### src/rmmc_pkg.sv
// ----------------------------------------------------------------------------
// rmmc_pkg: shared types and constants
// Operation codes, status codes, controller states and the command and
// status bundles that join the controller and the datapath.
// ----------------------------------------------------------------------------
package rmmc_pkg;

    localparam int CAPACITY_DEFAULT = 64;
    localparam int CountWidth = 7;

    typedef enum logic [1:0] {
        KIND_ADD      = 2'd0,
        KIND_FINALIZE = 2'd1,
        KIND_QUERY    = 2'd2,
        KIND_CLEAR    = 2'd3
    } kind_t;

    typedef enum logic [1:0] {
        STATUS_OK   = 2'd0,
        STATUS_ZERO = 2'd1,
        STATUS_FULL = 2'd2
    } status_t;

    typedef enum logic [3:0] {
        ST_IDLE,
        ST_SORT_NEXT,
        ST_SORT_RD,
        ST_SORT_CMP,
        ST_MERGE_RD,
        ST_MERGE_STEP,
        ST_MERGE_DONE,
        ST_QUERY_RD,
        ST_QUERY_CMP,
        ST_QUERY_FIN,
        ST_QUERY_END
    } state_t;

    // Commands from the controller to the datapath.
    typedef struct packed {
        logic capture;     // Latch the incoming transaction.
        logic do_add;      // Store the latched range.
        logic do_clear;    // Empty the set.
        logic sort_init;   // Load the key at index i, set j to i.
        logic sort_rd;     // Read the entry at j - 1.
        logic sort_shift;  // Move entry j - 1 up to j, decrement j.
        logic sort_place;  // Write the key at j, advance i.
        logic merge_init;  // Reset the read and write pointers.
        logic merge_rd;    // Read the entry at the read pointer.
        logic merge_step;  // Fold or append the entry just read.
        logic merge_done;  // Commit the merged count, set the flag.
        logic query_init;  // Set lo and hi for the search.
        logic query_rd;    // Read the start at mid.
        logic query_cmp;   // Narrow the search.
        logic query_fin;   // Read the end at lo - 1.
        logic respond;     // Drive the result strobe.
    } cmd_t;

    // Status from the datapath to the controller.
    typedef struct packed {
        kind_t kind;
        logic  merged;
        logic  count_zero;
        logic  sort_more;  // i is still below the count.
        logic  j_zero;
        logic  goes_first; // The key sorts before entry j - 1.
        logic  merge_more; // The read pointer is below the count.
        logic  search_more;
    } stat_t;

endpackage

### src/rmmc_datapath.sv
// ----------------------------------------------------------------------------
// rmmc_datapath: range store and arithmetic
// Holds the start and end memories, the count, the finalized flag and the
// pointers used by the sort, merge and search sequences.
// ----------------------------------------------------------------------------
module rmmc_datapath #(
    parameter int CAPACITY = rmmc_pkg::CAPACITY_DEFAULT
) (
    input  logic                                clk,
    input  logic                                rst_n,
    input  logic [1:0]                          kind,
    input  logic [31:0]                         address,
    input  logic [31:0]                         range_length,
    input  rmmc_pkg::cmd_t                      cmd,
    output rmmc_pkg::stat_t                     st,
    output logic                                done,
    output logic [1:0]                          status,
    output logic                                covered,
    output logic [rmmc_pkg::CountWidth-1:0]     range_count
);
    import rmmc_pkg::*;

    localparam int AW = $clog2(CAPACITY);
    localparam int CW = $clog2(CAPACITY + 1);

    logic [31:0] start_mem [CAPACITY];
    logic [31:0] end_mem [CAPACITY];

    kind_t       kind_reg;
    logic [31:0] addr_reg;
    logic [31:0] len_reg;
    logic [CW-1:0] count_reg;
    logic        merged_reg;

    logic [CW-1:0] i_reg, j_reg, rd_reg, wr_reg, lo_reg, hi_reg;
    logic [31:0] key_s_reg, key_e_reg;
    logic [31:0] rs_reg, re_reg;      // Registered memory read data.
    logic [31:0] last_e_reg;          // End of the entry at wr - 1.
    logic        first_reg;           // Set once the entry at j - 1 is read for the sort compare.
    logic        done_reg, cov_reg;
    logic [1:0]  status_reg;

    logic [AW-1:0] wa, ra;
    logic [31:0]   wds, wde;
    logic          we;
    logic [32:0]   end_sum;
    logic [31:0]   end_sat;
    logic [CW-1:0] mid;

    assign end_sum = {1'b0, addr_reg} + {1'b0, len_reg};
    assign end_sat = end_sum[32] ? 32'hFFFF_FFFF : end_sum[31:0];
    assign mid = lo_reg + ((hi_reg - lo_reg) >> 1);

    // Write port selection.
    always_comb
    begin
        we = 1'b0;
        wa = count_reg[AW-1:0];
        wds = addr_reg;
        wde = end_sat;
        if (cmd.do_add && len_reg != '0 && count_reg < CW'(CAPACITY))
        begin
            we = 1'b1;
        end
        else if (cmd.sort_shift)
        begin
            we = 1'b1;
            wa = j_reg[AW-1:0];
            wds = rs_reg;
            wde = re_reg;
        end
        else if (cmd.sort_place)
        begin
            we = 1'b1;
            wa = j_reg[AW-1:0];
            wds = key_s_reg;
            wde = key_e_reg;
        end
        else if (cmd.merge_step && !(wr_reg != '0 && rs_reg <= last_e_reg))
        begin
            we = 1'b1;
            wa = wr_reg[AW-1:0];
            wds = rs_reg;
            wde = re_reg;
        end
        else if (cmd.merge_step && re_reg > last_e_reg)
        begin
            we = 1'b1;
            wa = AW'(wr_reg - 1'b1);
            wds = rs_reg;
            wde = re_reg;
        end
    end

    // The fold case rewrites only the end; the start write keeps its value.
    logic        fold_wr;
    assign fold_wr = cmd.merge_step && wr_reg != '0 && rs_reg <= last_e_reg;

    // Read address selection.
    always_comb
    begin
        ra = AW'(j_reg - 1'b1);
        if (cmd.sort_init)
        begin
            ra = i_reg[AW-1:0];
        end
        else if (cmd.merge_rd)
        begin
            ra = rd_reg[AW-1:0];
        end
        else if (cmd.query_rd)
        begin
            ra = mid[AW-1:0];
        end
        else if (cmd.query_fin)
        begin
            ra = AW'(lo_reg - 1'b1);
        end
    end

    always_ff @(posedge clk)
    begin
        if (we)
        begin
            if (!fold_wr)
            begin
                start_mem[wa] <= wds;
            end
            end_mem[wa] <= wde;
        end
        rs_reg <= start_mem[ra];
        re_reg <= end_mem[ra];
    end

    always_ff @(posedge clk)
    begin
        if (cmd.capture)
        begin
            kind_reg <= kind_t'(kind);
            addr_reg <= address;
            len_reg <= range_length;
        end
    end

    logic first_cmp;
    assign first_cmp = (key_s_reg != rs_reg) ? (key_s_reg < rs_reg) : (key_e_reg < re_reg);

    always_ff @(posedge clk or negedge rst_n)
    begin
        if (!rst_n)
        begin
            count_reg <= '0;
            merged_reg <= 1'b0;
            i_reg <= CW'(1);
            j_reg <= '0;
            rd_reg <= '0;
            wr_reg <= '0;
            lo_reg <= '0;
            hi_reg <= '0;
            last_e_reg <= '0;
            first_reg <= 1'b0;
            done_reg <= 1'b0;
            cov_reg <= 1'b0;
            status_reg <= STATUS_OK;
        end
        else
        begin
            done_reg <= cmd.respond;
            if (cmd.capture)
            begin
                i_reg <= CW'(1);
                cov_reg <= 1'b0;
                status_reg <= STATUS_OK;
                first_reg <= 1'b0;
            end
            if (cmd.do_add)
            begin
                if (len_reg == '0)
                begin
                    status_reg <= STATUS_ZERO;
                end
                else if (count_reg >= CW'(CAPACITY))
                begin
                    status_reg <= STATUS_FULL;
                end
                else
                begin
                    count_reg <= count_reg + 1'b1;
                    merged_reg <= 1'b0;
                end
            end
            if (cmd.do_clear)
            begin
                count_reg <= '0;
                merged_reg <= 1'b0;
            end
            if (cmd.sort_init)
            begin
                j_reg <= i_reg;
                first_reg <= 1'b0;
            end
            if (cmd.sort_rd)
            begin
                // On the first read of a pass the key is latched from the sort_init read as this flag is set.
                first_reg <= 1'b1;
            end
            if (cmd.sort_shift)
            begin
                j_reg <= j_reg - 1'b1;
                first_reg <= 1'b0;
            end
            if (cmd.sort_place)
            begin
                i_reg <= i_reg + 1'b1;
                first_reg <= 1'b0;
            end
            if (cmd.merge_init)
            begin
                rd_reg <= '0;
                wr_reg <= '0;
            end
            if (cmd.merge_rd)
            begin
                rd_reg <= rd_reg + 1'b1;
            end
            if (cmd.merge_step)
            begin
                if (fold_wr)
                begin
                    if (re_reg > last_e_reg)
                    begin
                        last_e_reg <= re_reg;
                    end
                end
                else
                begin
                    wr_reg <= wr_reg + 1'b1;
                    last_e_reg <= re_reg;
                end
            end
            if (cmd.merge_done)
            begin
                count_reg <= wr_reg;
                merged_reg <= 1'b1;
            end
            if (cmd.query_init)
            begin
                lo_reg <= '0;
                hi_reg <= count_reg;
            end
            if (cmd.query_cmp)
            begin
                if (rs_reg <= addr_reg)
                begin
                    lo_reg <= mid + 1'b1;
                end
                else
                begin
                    hi_reg <= mid;
                end
            end
            if (kind_reg == KIND_QUERY && done_reg == 1'b0 && cmd.respond
                && merged_reg && count_reg != '0)
            begin
                cov_reg <= (lo_reg != '0) && (addr_reg < re_reg);
            end
        end
    end

    // The key is taken from the read data in the cycle after sort_init, while key_load_reg is high.
    logic key_load_reg;
    always_ff @(posedge clk or negedge rst_n)
    begin
        if (!rst_n)
        begin
            key_load_reg <= 1'b0;
        end
        else
        begin
            key_load_reg <= cmd.sort_init;
        end
    end
    always_ff @(posedge clk)
    begin
        if (key_load_reg)
        begin
            key_s_reg <= rs_reg;
            key_e_reg <= re_reg;
        end
    end

    assign st.kind = kind_reg;
    assign st.merged = merged_reg;
    assign st.count_zero = (count_reg == '0);
    assign st.sort_more = (i_reg < count_reg);
    assign st.j_zero = (j_reg == '0);
    assign st.goes_first = first_reg && first_cmp && !key_load_reg;
    assign st.merge_more = (rd_reg < count_reg);
    assign st.search_more = (lo_reg < hi_reg);

    assign done = done_reg;
    assign status = status_reg;
    assign covered = cov_reg;
    assign range_count = CountWidth'(count_reg);

endmodule

### config.mk
export PLATFORM = sky130hd
export DESIGN_NAME = rmmc_datapath
export DESIGN_NICKNAME = d
export VERILOG_FILES = /design/src/rmmc_pkg.sv /design/src/rmmc_datapath.sv
export SDC_FILE = /design/constraint.sdc
export NUM_CORES = 2
export LEC_CHECK = 0
export BUFFER_PORTS_ARGS = -buffer_cell sky130_fd_sc_hd__buf_2
export CORE_MARGIN = 2
export CORE_UTILIZATION = 40
export DETAILED_ROUTE_END_ITERATION = 7
export RECOVER_POWER = 100
export SYNTH_ARGS = -nofsm -noshare
export SYNTH_HDL_FRONTEND = slang
export SYNTH_SLANG_ARGS = --single-unit
### constraint.sdc
create_clock -name clk -period 8.1 [get_ports clk]
set_input_delay 1.62 -clock clk [delete_from_list [all_inputs] [get_ports clk]]
set_output_delay 1.62 -clock clk [all_outputs]
set_load 0.03 [all_outputs]
==> flow_summary.toml <==
[critical_path]
ff2ff_path_depth = 15
cp_data_arrival_time_ns = 8.12
end_kind = "flop"
cp_max_fo = 31
rrSetupSlack_ns = 0.73
path_class = "reg -> reg"
cp.required_ns = 8.85
max_stage_delay_ns = 1.66
path_cells = "ha_1 -> fa_1 -> inv_1 -> ha_1 -> inv_1 -> fa_1 -> a211oi_1 -> a21oi_1 -> o21ai_2 -> clkbuf_2 -> buf_4 -> mux4_2 -> mux2_1 -> o22ai_1 -> nor3_1"
r2r-start = "lo_reg[0]"
start_kind = "flop"
cp-startpoint = "lo_reg[0]"
crit_path_top_delay_cell = "o21ai_2"

[yosys]
ys_seq_area_share_pct = 74.88
synth_area_leader_cell = "edfxtp_1"
synth_seq_cells = 4378
synthArstFlopShare_pct = 2.010
synth_cells = 8110
ys_top_cells_by_area = "edfxtp_1 (73%), mux4_2 (16%), ha_1 (1.8%), dfrtp_1 (1.3%), mux2_2 (0.90%)"
synth_top_cell_area_share_pct = 72.88
synth.distinct_cells = 87
syn_nets = 8454
synth_flop_cell = "edfxtp_1"
synth-edff-count = 4226
yosysMostFrequentCell = "edfxtp_1"
syn_area_um2 = 174100
synth_common_cells = "edfxtp_1 (4226), mux4_2 (1217), ha_1 (257), clkbuf_1 (252), o22ai_1 (180)"
synth_area_per_cell_um2 = 21.47
yosysWarnings = 0

[cts]
cts.repair.resized = 0
cts_buffers = 412
clock-sinks = 4378
insertion_delay_ns = 0.95
holdBufCountCts = 0
h-tree-depth = 5
clk_pin_slew_ns = 0.06
clockRootBuffer = "clkbuf_16"
cts_tree = "built"
post_cts_buffers = 0
clk_path_buf_depth = 4

[final_layout]
drive_gt1_share_pct = 27.04
multiInputGateArea_um2 = 41780
fin_cells = 14623
reg_top3 = "end_mem: 2048 flops, start_mem: 2048 flops"
syn2layout_area_growth_pct = 12.63
final_area_um2 = 196100
regArea_um2 = 130400
layout.nets = 8906
fillers = 36164

[floorplanning]
core_um2 = 433900
dieArea_um2 = 440600
row_count = 242
initial_utilization_pct = 40.13
fp.dieW_um = 663.8
dieHeight_um = 663.8
num_io_pins = 104

[timing]
clock_skew_ns = 0.04950
fin_tns_setup_ns = 0
fin_ws_ns = 0.7299
worst_pin_slew_ns = 4.007
timing.final.crit_period_ns = 7.370
slew_headroom_pct = -167.1
final_hold_viol_count = 0
max_freq_mhz = 135.7
setup-violations-final = 0
rsz0062_at_grt = "false"
min_period_over_period_pct = 90.99
report.final.slew_viol_count = 2840

[min_path]
hold_depth = 0
hp-class = "reg -> reg"
worstHoldStart = "rs_reg[11]"

[placed_design]
placed_cell_area_um2 = 184900
port_buffers = 103
preCtsSetupSlack_ns = 1.424
dp_hpwl_um = 270900
numPlacedInstances = 13881
gp_congestion = 0.8727

[routing]
dr.pass1.iters = 6
routed_wl_um = 462800
vias = 87127
drc_errors = 0
postRouteAntennaNets = 0
wl_per_cell_um = 31.65
first_iter_violations = 11210
vias_per_cell = 5.958

[run]
maxCapViolations = 67

[power_and_ir_drop]
ir_drop_mv = 0.2571
powerDensity_nw_per_um2 = 336.3
p_leak_nw = 61.86
finalPower_mw = 65.96

[global_routing]
antenna_found_initial = 36
grt_max_degree = 106
grt_pass1_vias = 87449
grt_usage_pct = 20.61
overflow = 0
grt_pass1_wl_um = 653400

[status]
status = "finished, violations left"
violations = "capacitance limit, slew limit"
cells in the final DEF, fill, tap and decap left out, types with 21 or more instances in the layout:
cell	n
a21oi_1	107
nor3_1	81
nor2b_1	27
buf_2	75
edfxtp_1	4226
o211ai_1	22
nand4_1	43
nor4_1	126
mux2_2	128
o22ai_1	177
nand2_1	152
o21ai_2	21
mux2i_1	21
nand3_1	41
nor2_1	144
o21ai_0	122
clkbuf_1	169
a22oi_1	64
bufinv_16	37
inv_1	179
clkinv_1	75
nand2b_1	32
xnor2_1	44
ha_1	257
a21o_1	54
mux4_2	1217
dfxtp_1	64
clkbuf_16	417
clkinv_2	70
buf_4	140
clkbuf_2	138
dfrtp_1	86
buf_12	32
stage by stage:
stage,hold slack [ns],util (%)
floorplan,0.4569,-
global placement,0.5186,42.61
detailed placement,0.5232,42.61
CTS,0.5216,45.60
global route,0.5360,45.19
finish,0.5189,45.20
kinds of logic (layout without fill, tap and decap cells):
family          count (synthesis)  after routing  share of synthesized area, %
flops                        4378           4378                         74.88
simple gates                  711            711                         2.123
other cells                     0             12                             0
compound gates                715            715                         2.636
fa+ha+maj                     260            260                         1.881
mux                          1378           1378                         16.77
buf+inv                       610           1377                         1.423
xor+xnor                       58             58                        0.2917
routing by layer:
layer	up-vias	GRT usage (%)	wire [um]	share of wire, %
met1	47227	29.65	191900	41
met2	4022	32.11	214500	46
met5	-	0	100	0.022
met4	10	5.975	14500	3.1
li1	35173	-	-	-
met3	695	3.990	41840	9.0
worst max-delay path: cells and delay by family, from the launching register on:
family | cells | cell delay, ns
compound gates | 4 | 2.15
fa+ha+maj | 4 | 1.43
buf+inv | 4 | 1.59
flops | 1 | 0.49
mux | 2 | 0.61
simple gates | 1 | 0.84
final cells by class:
type,instances,area share (%)
inverters,180,0.3445
well taps,5734,3.658
flip-flops and latches,4378,66.48
clock inverters,214,1.064
repair buffers,468,1.567
multi-input cells,3122,21.30
diodes,12,0.01531
clock buffers,515,5.564
path summary, 6_finish.rpt:
check,endpoint
max reg2reg,rs_reg[27]
min,key_s_reg[11]
max,rs_reg[27]
max in group asynchronous,key_load_reg
min in group asynchronous,hi_reg[3]
min reg2reg,key_s_reg[11]
where the power goes:
part | total, mW | switching (mW) | internal, mW | leakage [nW]
clock | 18.9 | 8.24 | 10.7 | 6.36
combinational | 17.8 | 12.0 | 5.86 | 15.8
sequential | 29.2 | 0.685 | 28.5 | 39.7
No activity file was read; power rests on OpenSTA's default activity.
