**src/rmmc_pkg.sv**
```systemverilog
// ----------------------------------------------------------------------------
// rmmc_pkg: shared types and constants
// Operation codes, status codes, controller states and the command and
// status bundles that join the controller and the datapath.
// ----------------------------------------------------------------------------
package rmmc_pkg;

    localparam int CAPACITY_DEFAULT = 64;
    localparam int CountWidth = 7;

    typedef enum logic [1:0] {
        KIND_ADD      = 2'd0,
        KIND_FINALIZE = 2'd1,
        KIND_QUERY    = 2'd2,
        KIND_CLEAR    = 2'd3
    } kind_t;

    typedef enum logic [1:0] {
        STATUS_OK   = 2'd0,
        STATUS_ZERO = 2'd1,
        STATUS_FULL = 2'd2
    } status_t;

    typedef enum logic [3:0] {
        ST_IDLE,
        ST_SORT_NEXT,
        ST_SORT_RD,
        ST_SORT_CMP,
        ST_MERGE_RD,
        ST_MERGE_STEP,
        ST_MERGE_DONE,
        ST_QUERY_RD,
        ST_QUERY_CMP,
        ST_QUERY_FIN,
        ST_QUERY_END
    } state_t;

    // Commands from the controller to the datapath.
    typedef struct packed {
        logic capture;     // Latch the incoming transaction.
        logic do_add;      // Store the latched range.
        logic do_clear;    // Empty the set.
        logic sort_init;   // Load the key at index i, set j to i.
        logic sort_rd;     // Read the entry at j - 1.
        logic sort_shift;  // Move entry j - 1 up to j, decrement j.
        logic sort_place;  // Write the key at j, advance i.
        logic merge_init;  // Reset the read and write pointers.
        logic merge_rd;    // Read the entry at the read pointer.
        logic merge_step;  // Fold or append the entry just read.
        logic merge_done;  // Commit the merged count, set the flag.
        logic query_init;  // Set lo and hi for the search.
        logic query_rd;    // Read the start at mid.
        logic query_cmp;   // Narrow the search.
        logic query_fin;   // Read the end at lo - 1.
        logic respond;     // Drive the result strobe.
    } cmd_t;

    // Status from the datapath to the controller.
    typedef struct packed {
        kind_t kind;
        logic  merged;
        logic  count_zero;
        logic  sort_more;  // i is still below the count.
        logic  j_zero;
        logic  goes_first; // The key sorts before entry j - 1.
        logic  merge_more; // The read pointer is below the count.
        logic  search_more;
    } stat_t;

endpackage

```
**src/rmmc_ctrl.sv**
```systemverilog
// ----------------------------------------------------------------------------
// rmmc_ctrl: operation sequencer
// Steps the datapath through add, clear, insertion sort, merge and search.
// ----------------------------------------------------------------------------
module rmmc_ctrl (
    input  logic           clk,
    input  logic           rst_n,
    input  logic           start,
    output logic           busy,
    input  rmmc_pkg::stat_t st,
    output rmmc_pkg::cmd_t  cmd
);
    import rmmc_pkg::*;

    state_t state_reg, state_next;

    always_ff @(posedge clk or negedge rst_n)
    begin
        if (!rst_n)
        begin
            state_reg <= ST_IDLE;
        end
        else
        begin
            state_reg <= state_next;
        end
    end

    assign busy = (state_reg != ST_IDLE);

    always_comb
    begin
        cmd = '0;
        state_next = state_reg;
        unique case (state_reg)
            ST_IDLE:
            begin
                if (start)
                begin
                    cmd.capture = 1'b1;
                    state_next = ST_SORT_NEXT;
                end
            end
            ST_SORT_NEXT:
            begin
                // Entered right after capture, this state decodes the operation.
                unique case (st.kind)
                    KIND_ADD:
                    begin
                        cmd.do_add = 1'b1;
                        cmd.respond = 1'b1;
                        state_next = ST_IDLE;
                    end
                    KIND_CLEAR:
                    begin
                        cmd.do_clear = 1'b1;
                        cmd.respond = 1'b1;
                        state_next = ST_IDLE;
                    end
                    KIND_QUERY:
                    begin
                        if (!st.merged || st.count_zero)
                        begin
                            cmd.respond = 1'b1;
                            state_next = ST_IDLE;
                        end
                        else
                        begin
                            cmd.query_init = 1'b1;
                            state_next = ST_QUERY_RD;
                        end
                    end
                    default:
                    begin
                        if (st.merged)
                        begin
                            cmd.respond = 1'b1;
                            state_next = ST_IDLE;
                        end
                        else if (st.sort_more)
                        begin
                            cmd.sort_init = 1'b1;
                            state_next = ST_SORT_RD;
                        end
                        else
                        begin
                            cmd.merge_init = 1'b1;
                            state_next = ST_MERGE_RD;
                        end
                    end
                endcase
            end
            ST_SORT_RD:
            begin
                if (st.j_zero)
                begin
                    cmd.sort_place = 1'b1;
                    state_next = ST_SORT_CMP;
                end
                else
                begin
                    cmd.sort_rd = 1'b1;
                    state_next = ST_SORT_CMP;
                end
            end
            ST_SORT_CMP:
            begin
                // Arrived here either after a place (j was zero) or a read.
                if (st.j_zero && !st.goes_first)
                begin
                    state_next = ST_MERGE_DONE;
                end
                else if (st.goes_first)
                begin
                    cmd.sort_shift = 1'b1;
                    state_next = ST_SORT_RD;
                end
                else
                begin
                    cmd.sort_place = 1'b1;
                    state_next = ST_MERGE_DONE;
                end
            end
            ST_MERGE_DONE:
            begin
                // Between sort passes: start the next key or begin merging.
                if (st.sort_more)
                begin
                    cmd.sort_init = 1'b1;
                    state_next = ST_SORT_RD;
                end
                else
                begin
                    cmd.merge_init = 1'b1;
                    state_next = ST_MERGE_RD;
                end
            end
            ST_MERGE_RD:
            begin
                if (st.merge_more)
                begin
                    cmd.merge_rd = 1'b1;
                    state_next = ST_MERGE_STEP;
                end
                else
                begin
                    cmd.merge_done = 1'b1;
                    cmd.respond = 1'b1;
                    state_next = ST_IDLE;
                end
            end
            ST_MERGE_STEP:
            begin
                cmd.merge_step = 1'b1;
                state_next = ST_MERGE_RD;
            end
            ST_QUERY_RD:
            begin
                if (st.search_more)
                begin
                    cmd.query_rd = 1'b1;
                    state_next = ST_QUERY_CMP;
                end
                else
                begin
                    cmd.query_fin = 1'b1;
                    state_next = ST_QUERY_FIN;
                end
            end
            ST_QUERY_CMP:
            begin
                cmd.query_cmp = 1'b1;
                state_next = ST_QUERY_RD;
            end
            ST_QUERY_FIN:
            begin
                // Keep the read address at lo - 1 so its end stays on the read data.
                cmd.query_fin = 1'b1;
                state_next = ST_QUERY_END;
            end
            ST_QUERY_END:
            begin
                cmd.respond = 1'b1;
                state_next = ST_IDLE;
            end
            default:
            begin
                state_next = ST_IDLE;
            end
        endcase
    end

endmodule

```
**config.mk**
```make
export PLATFORM = sky130hd
export DESIGN_NAME = rmmc_ctrl
export DESIGN_NICKNAME = d
export VERILOG_FILES = /design/src/rmmc_pkg.sv /design/src/rmmc_ctrl.sv
export SDC_FILE = /design/constraint.sdc
export NUM_CORES = 1
export LEC_CHECK = 0
export BUFFER_PORTS_ARGS = -buffer_cell sky130_fd_sc_hd__buf_2
export CORE_ASPECT_RATIO = 1.1
export CORE_MARGIN = 10
export CORE_UTILIZATION = 35
export CTS_BUF_LIST = sky130_fd_sc_hd__clkbuf_16
export DETAILED_ROUTE_END_ITERATION = 8
export GPL_TIMING_DRIVEN = 0
export HOLD_SLACK_MARGIN = 0.15
export PLACE_DENSITY = 0.63
export RECOVER_POWER = 100
export SLEW_MARGIN = 20
export SYNTH_ARGS = -nofsm -noshare
export SYNTH_HDL_FRONTEND = slang
export SYNTH_SLANG_ARGS = --single-unit
```
**constraint.sdc**
```tcl
create_clock -name clk -period 1.51 [get_ports clk]
set_input_delay 0.2265 -clock clk [delete_from_list [all_inputs] [get_ports clk]]
set_output_delay 0.2265 -clock clk [all_outputs]
set_load 0.02 [all_outputs]
```
==> impl_results.md, run 1 <==
* Status: finished with violations
* Failing checks: setup timing
* All-layer global routing usage at 11.4%
* FMAX at 0.542 GHz
* Yosys reg bits at 4
* Clk Latency, worst-skew pair at 220 ps
* Initial antenna violation count at 0
* Fin nets at 144
* # H-tree levels at 1
* Period utilisation layout at 122%
* Setup violation total in the final timing report at 17
* Endpoints failing hold at 0
* Worst setup EP type: output pin
* Largest area contributor in the netlist: dfrtp_1
* Routed WL at 2510 um
* Core area at 0.00158 mm2
* Max-cap violations at 0
* Shortest period the worst path allows at 1850 ps
* Global-route wire length before repair at 3560 um
* CP Launch Type: flop
* Final ANT Viol Nets at 0
* CP Max Fanout at 3
* Worst-path clk slew at 30 ps
* Vias in the first global route at 781
* Cells after Synth at 76
* Max FFs per register at 4
* Leakage power at 0.550 nW
* Slew headroom at 83.8%
* WP data arrival at 1620 ps
* Final Skew at 3.55 ps
* I/O Pins at 29
* Synth-to-Final Area Change at 107%
* Number of synthesized flops with an enable pin at 0
* Fin worst setup slack at -336 ps
* Die Y at 62.9 um
* Synth top area cells: dfrtp_1 (17%), ha_1 (8.5%), nand2b_1 (5.3%)
* Top post-synthesis cells by count: inv_1 (6), nor2_1 (6), nand2b_1 (5), o21ai_0 (5)
* Row Count at 15
* Power per cell area at 1860 mW/mm2
* Routability Congestion at 0.717
* Largest net degree at the start of global routing at 11
* Clock root buffer: clkbuf_16
* Total negative setup slack at -2920 ps
* Overflow after GRT at 0
* Synth top area share at 17.1%
* Initial core utilization at 37.2%
* Initial drt markers at 32
* Main synth FF type: dfrtp_1
* Layout Cells excl Fill at 143
* DRC errors left at 0
* Critical Path RT at 1280 ps
* WL per Instance at 17.5 um
* Via count at 806
* Post-synth ARST share at 100%
* Register area share after synthesis at 17.1%
* Die area at 0.00372 mm2
* Clk buf depth at 2
* Final Max Tran Viols at 0
* Syn_area_per_cell at 7.72 um2
* Antenna diodes at 0
* RSZ-0062 raised after global routing: yes
* Cells after DPL at 121
* Crit path kind: flop to output pin
* YS warnings at 0
* Syn Nets at 92
* Worst hold path class: primary input to flop
* Mapped cell area at 587 um2
* First drt pass iteration count at 4
* Layout cells sized above 1 at 58.7%
* Hpwl dp at 1440 um
* Yosys cell types at 32
* Clk sinks at 4
* Overall Power at 2.27 mW
* Worst-Margin Slew at 241 ps
* CTS Buf Count at 3
* VDD IR max at 1.42 mV
* Die W at 59.0 um
* Vias per cell at 5.64
* Port Buf Inserts at 28
* Post-place setup slack at -332 ps
* CTS tree: done
==> power breakdown <==
part           total [mW]  switching [mW]  internal (mW)
clock               0.407          0.0690          0.338
combinational        1.63           0.797          0.836
sequential          0.227          0.0720          0.155
==> worst max-delay path: stages, from the launching register on <==
cell,delay (ps)
dfrtp_1,410
or3b_1,380
o31a_1,320
nor3_2,120
buf_4,160
==> cell usage in the layout, fill, tap and decap left out, types with 2 or more instances in the layout <==
| master | n |
|---|---|
| o31a_1 | 2 |
| ha_1 | 3 |
| dfrtp_2 | 2 |
| nor3b_1 | 2 |
| nor4b_4 | 3 |
| and2_1 | 2 |
| clkbuf_16 | 4 |
| buf_2 | 12 |
| nor3_2 | 3 |
| nand3b_1 | 3 |
| dfrtp_1 | 2 |
| o21ai_0 | 3 |
| nand2b_1 | 4 |
| nor2_1 | 4 |
| buf_8 | 3 |
| o21a_1 | 2 |
| buf_6 | 8 |
| inv_1 | 6 |
| buf_4 | 26 |
| nand2_1 | 3 |
| o21ai_1 | 2 |
| a21oi_1 | 4 |
==> cell type report <==
class / count / area, um2
tap: 17 / 21.3
inverter: 6 / 22.5
sequential: 4 / 103
clock buffer: 3 / 75.1
timing repair buffer: 47 / 365
buffer: 5 / 63.8
fill: 112 / 360
multi-input combinational: 61 / 566
==> final timing paths <==
check	cells past startpoint	slack, ps	from	endpoint
worst max-delay path	4	-340	state_reg[2]	cmd[12]
worst min-delay path	3	340	start	state_reg[0]
worst max register to register	7	-130	state_reg[2]	state_reg[0]
worst min register to register	2	780	state_reg[3]	state_reg[1]
max in group asynchronous	2	910	rst_n	state_reg[3]
min in group asynchronous	2	390	rst_n	state_reg[1]
==> layer usage <==
metal | vias to the layer above | GRT usage [%] | share of wire (%)
met3 | 4 | 3.25 | 6.3
met2 | 38 | 18.0 | 51
met4 | 0 | 6.03 | 0.88
met1 | 382 | 13.1 | 42
met5 | - | 0 | 0
li1 | 382 | - | -
==> repair_timing <==
item                                   4_1_cts  5_1_grt
resized for setup                           32       24
endpoints found under the hold margin        4        0
gates cloned                                 0        2
setup buffers                                4       13
hold buffers                                 1        0
setup endpoints to repair                   17       19
pin swaps                                    3       10
==> logic make-up (layout without fill, tap and decap cells) <==
family	count (synthesis)	after routing	share of synthesized area, %
buffers and inverters	11	61	7.68
adders and majority gates	4	4	8.53
AOI/OAI and AO/OA	18	18	21.3
DFF	4	4	17.1
xor gates and xnor gates	1	1	1.49
and+or+nand+nor	38	38	43.9
==> stage by stage <==
| step | hold slack, ps | instance area [um2] | utilization, % |
|---|---|---|---|
| after floorplan | -69.1 | 641 | - |
| after global placement | 28.9 | 802 | 50.9 |
| after detailed placement | 32.1 | 802 | 50.9 |
| after CTS | 334 | 1010 | 64.2 |
| after global routing | 389 | 1220 | 77.1 |
| final | 339 | 1220 | 77.1 |
Note: power is estimated with default switching activity, not from simulation.
==> inputs of run 2 (changes only) <==
--- a/config.mk
+++ b/config.mk
@@ -8,12 +8,12 @@
 export BUFFER_PORTS_ARGS = -buffer_cell sky130_fd_sc_hd__buf_2
 export CORE_ASPECT_RATIO = 1.1
 export CORE_MARGIN = 10
-export CORE_UTILIZATION = 35
+export CORE_UTILIZATION = 36
 export CTS_BUF_LIST = sky130_fd_sc_hd__clkbuf_16
 export DETAILED_ROUTE_END_ITERATION = 8
 export GPL_TIMING_DRIVEN = 0
 export HOLD_SLACK_MARGIN = 0.15
-export PLACE_DENSITY = 0.63
+export PLACE_DENSITY = 0.64
 export RECOVER_POWER = 100
 export SLEW_MARGIN = 20
 export SYNTH_ARGS = -nofsm -noshare
==> impl_results.md, run 2 (same netlist as run 1, synthesis figures left out) <==
* Setup violation total in the final timing report at 20
* Clk buf depth at 2
* Die Y at 62.3 um
* Fin util at 87.6%
* Combinational share of power at 75.0%
* CP top delay family: simple AND/OR/NAND/NOR gates
* Cells after DPL at 121
* Internal at 1.50 mW
* DRC errors left at 0
* Layout Cells excl Fill at 146
* Worst hold path class: primary input to flop
* Worst hold path depth at 3
* Most frequent cells in the layout: buf_6 (21), buf_4 (17), buf_2 (10), inv_1 (6)
* Register-to-Register Path Depth at 4
* Worst path max stage delay at 440 ps
* Status: finished with violations
* Die area at 0.00365 mm2
* Worst setup EP type: output pin
* Initial core utilization at 37.7%
* VDD IR max at 1.03 mV
* Sequential fraction of design power at 9.3%
* Period utilisation layout at 125%
* WL per Instance at 21.8 um
* FMAX at 0.531 GHz
* CTS Buf Count at 3
* Initial drt markers at 19
* Final Max Tran Viols at 0
* Setup crit start: state_reg[2]
* Critical-path top delay cell: dfrtp_2
* Total negative setup slack at -4750 ps
* Largest net degree at the start of global routing at 11
* WP data arrival at 1660 ps
* Power per cell area at 1930 mW/mm2
* RSZ-0062 raised after global routing: yes
* Endpoints failing hold at 0
* Routed WL at 3180 um
* First drt pass iteration count at 4
* Vias per cell at 5.95
* WP buf/inv at 1
* Via count at 869
* Layout filler cell count at 78
* Global-route wire length before repair at 3680 um
* Clock root buffer: clkbuf_16
* Max-cap violations at 0
* Hold wc startpoint: start
* Reg2reg end: state_reg[1]
* Flop2flop setup slack at -100 ps
* Max FFs per register at 4
* Slew headroom at 79.8%
* Overall Power at 2.64 mW
* Critical Path RT at 1280 ps
* Vias in the first global route at 771
* Antenna diodes at 0
* Layout cells sized above 1 at 67.4%
* Clk Latency, worst-skew pair at 220 ps
* Finished Cell Area at 0.00137 mm2
* All-layer global routing usage at 12.3%
* Post-place setup slack at -327 ps
* Fin nets at 147
* Fin worst setup slack at -372 ps
* Clock power frac at 15.7%
* Leakage power at 0.602 nW
* I/O Pins at 29
* Initial antenna violation count at 0
* Switching share of power at 43.1%
* Crit path kind: flop to output pin
* Sw power at 1.14 mW
* Crit-path cells: or3b_1 -> o31a_1 -> nor3_2 -> buf_4
* Core area at 0.00156 mm2
* Shortest period the worst path allows at 1880 ps
* Port Buf Inserts at 28
* Failing checks: setup timing
* CP Launch Type: flop
* Reg2reg start: state_reg[2]
* Routability Congestion at 0.761
* Worst-path clk slew at 30 ps
* Overflow after GRT at 0
* Placed instance area at 802 um2
* CP Max Fanout at 5
* Row Count at 15
* Die W at 58.5 um
* # H-tree levels at 1
* Final hold slack at 335 ps
* Clk sinks at 4
* CTS tree: done
* Worst-Margin Slew at 300 ps
* Hold Path Sink: state_reg[0]
* Final ANT Viol Nets at 0
* Synth-to-Final Area Change at 133%
* Hpwl dp at 1400 um
* Final Skew at 2.15 ps
* Most common cell after layout, fill and taps aside: buf_6
-- run 2: cell count changes in the layout (fill, tap and decap cells not counted), sizes merged --
cell	previous run	this run
clkbuf	5	6
buf	49	51
-- run 2: what timing repair did --
action | CTS | global route
gates resized for setup | 42 | 43
hold buffers | 1 | 0
pin swaps | 8 | 5
gates cloned | 0 | 2
endpoints found under the setup margin | 17 | 20
endpoints found under the hold margin | 4 | 0
buffers inserted | 11 | 8
-- run 2: tightest hold or removal path: stages --
cell     delay (ps)
buf_2            90
o21ai_0          80
a31oi_1         120
-- run 2: worst max-delay path by stage --
stage | endpoint | slack, ps | cells past startpoint
finish | cmd[12] | -370 | 4
global route | cmd[12] | -420 | 4
CTS | cmd[12] | -330 | 4
detailed placement | cmd[8] | -330 | 7
global placement | cmd[8] | -300 | 7
floorplan | cmd[12] | -110 | 5
-- run 2: area by class of cell --
| class | instances | area (um2) | share of cell area (%) |
|---|---|---|---|
| repair buffers | 50 | 450 | 33.0 |
| inverters | 6 | 22.5 | 1.65 |
| well taps | 17 | 21.3 | 1.56 |
| flip-flops and latches | 4 | 104 | 7.61 |
| plain buffers | 5 | 66.3 | 4.86 |
| multi-input cells | 61 | 626 | 45.8 |
| clock buffers | 3 | 75.1 | 5.50 |
-- run 2: metal layers --
metal / part of all wire [%] / wire [um] / GRT usage (%) / up-vias
met3: 5.7 / 180 / 4.07 / 16
li1: - / - / - / 388
met2: 52 / 1650 / 23.0 / 49
met1: 37 / 1170 / 11.6 / 416
met5: 0 / 0 / 0 / -
met4: 5.5 / 174 / 4.71 / 0
-- run 2: power by group through the flow --
stage,Sequential (mW),Clock (mW),Combinational (mW)
finish,0.246,0.414,1.98
global route,0.253,0.420,2.06
detailed placement,0.208,0,0.915
global placement,0.208,0,0.912
CTS,0.215,0.414,1.32
floorplan,0.189,0,0.698
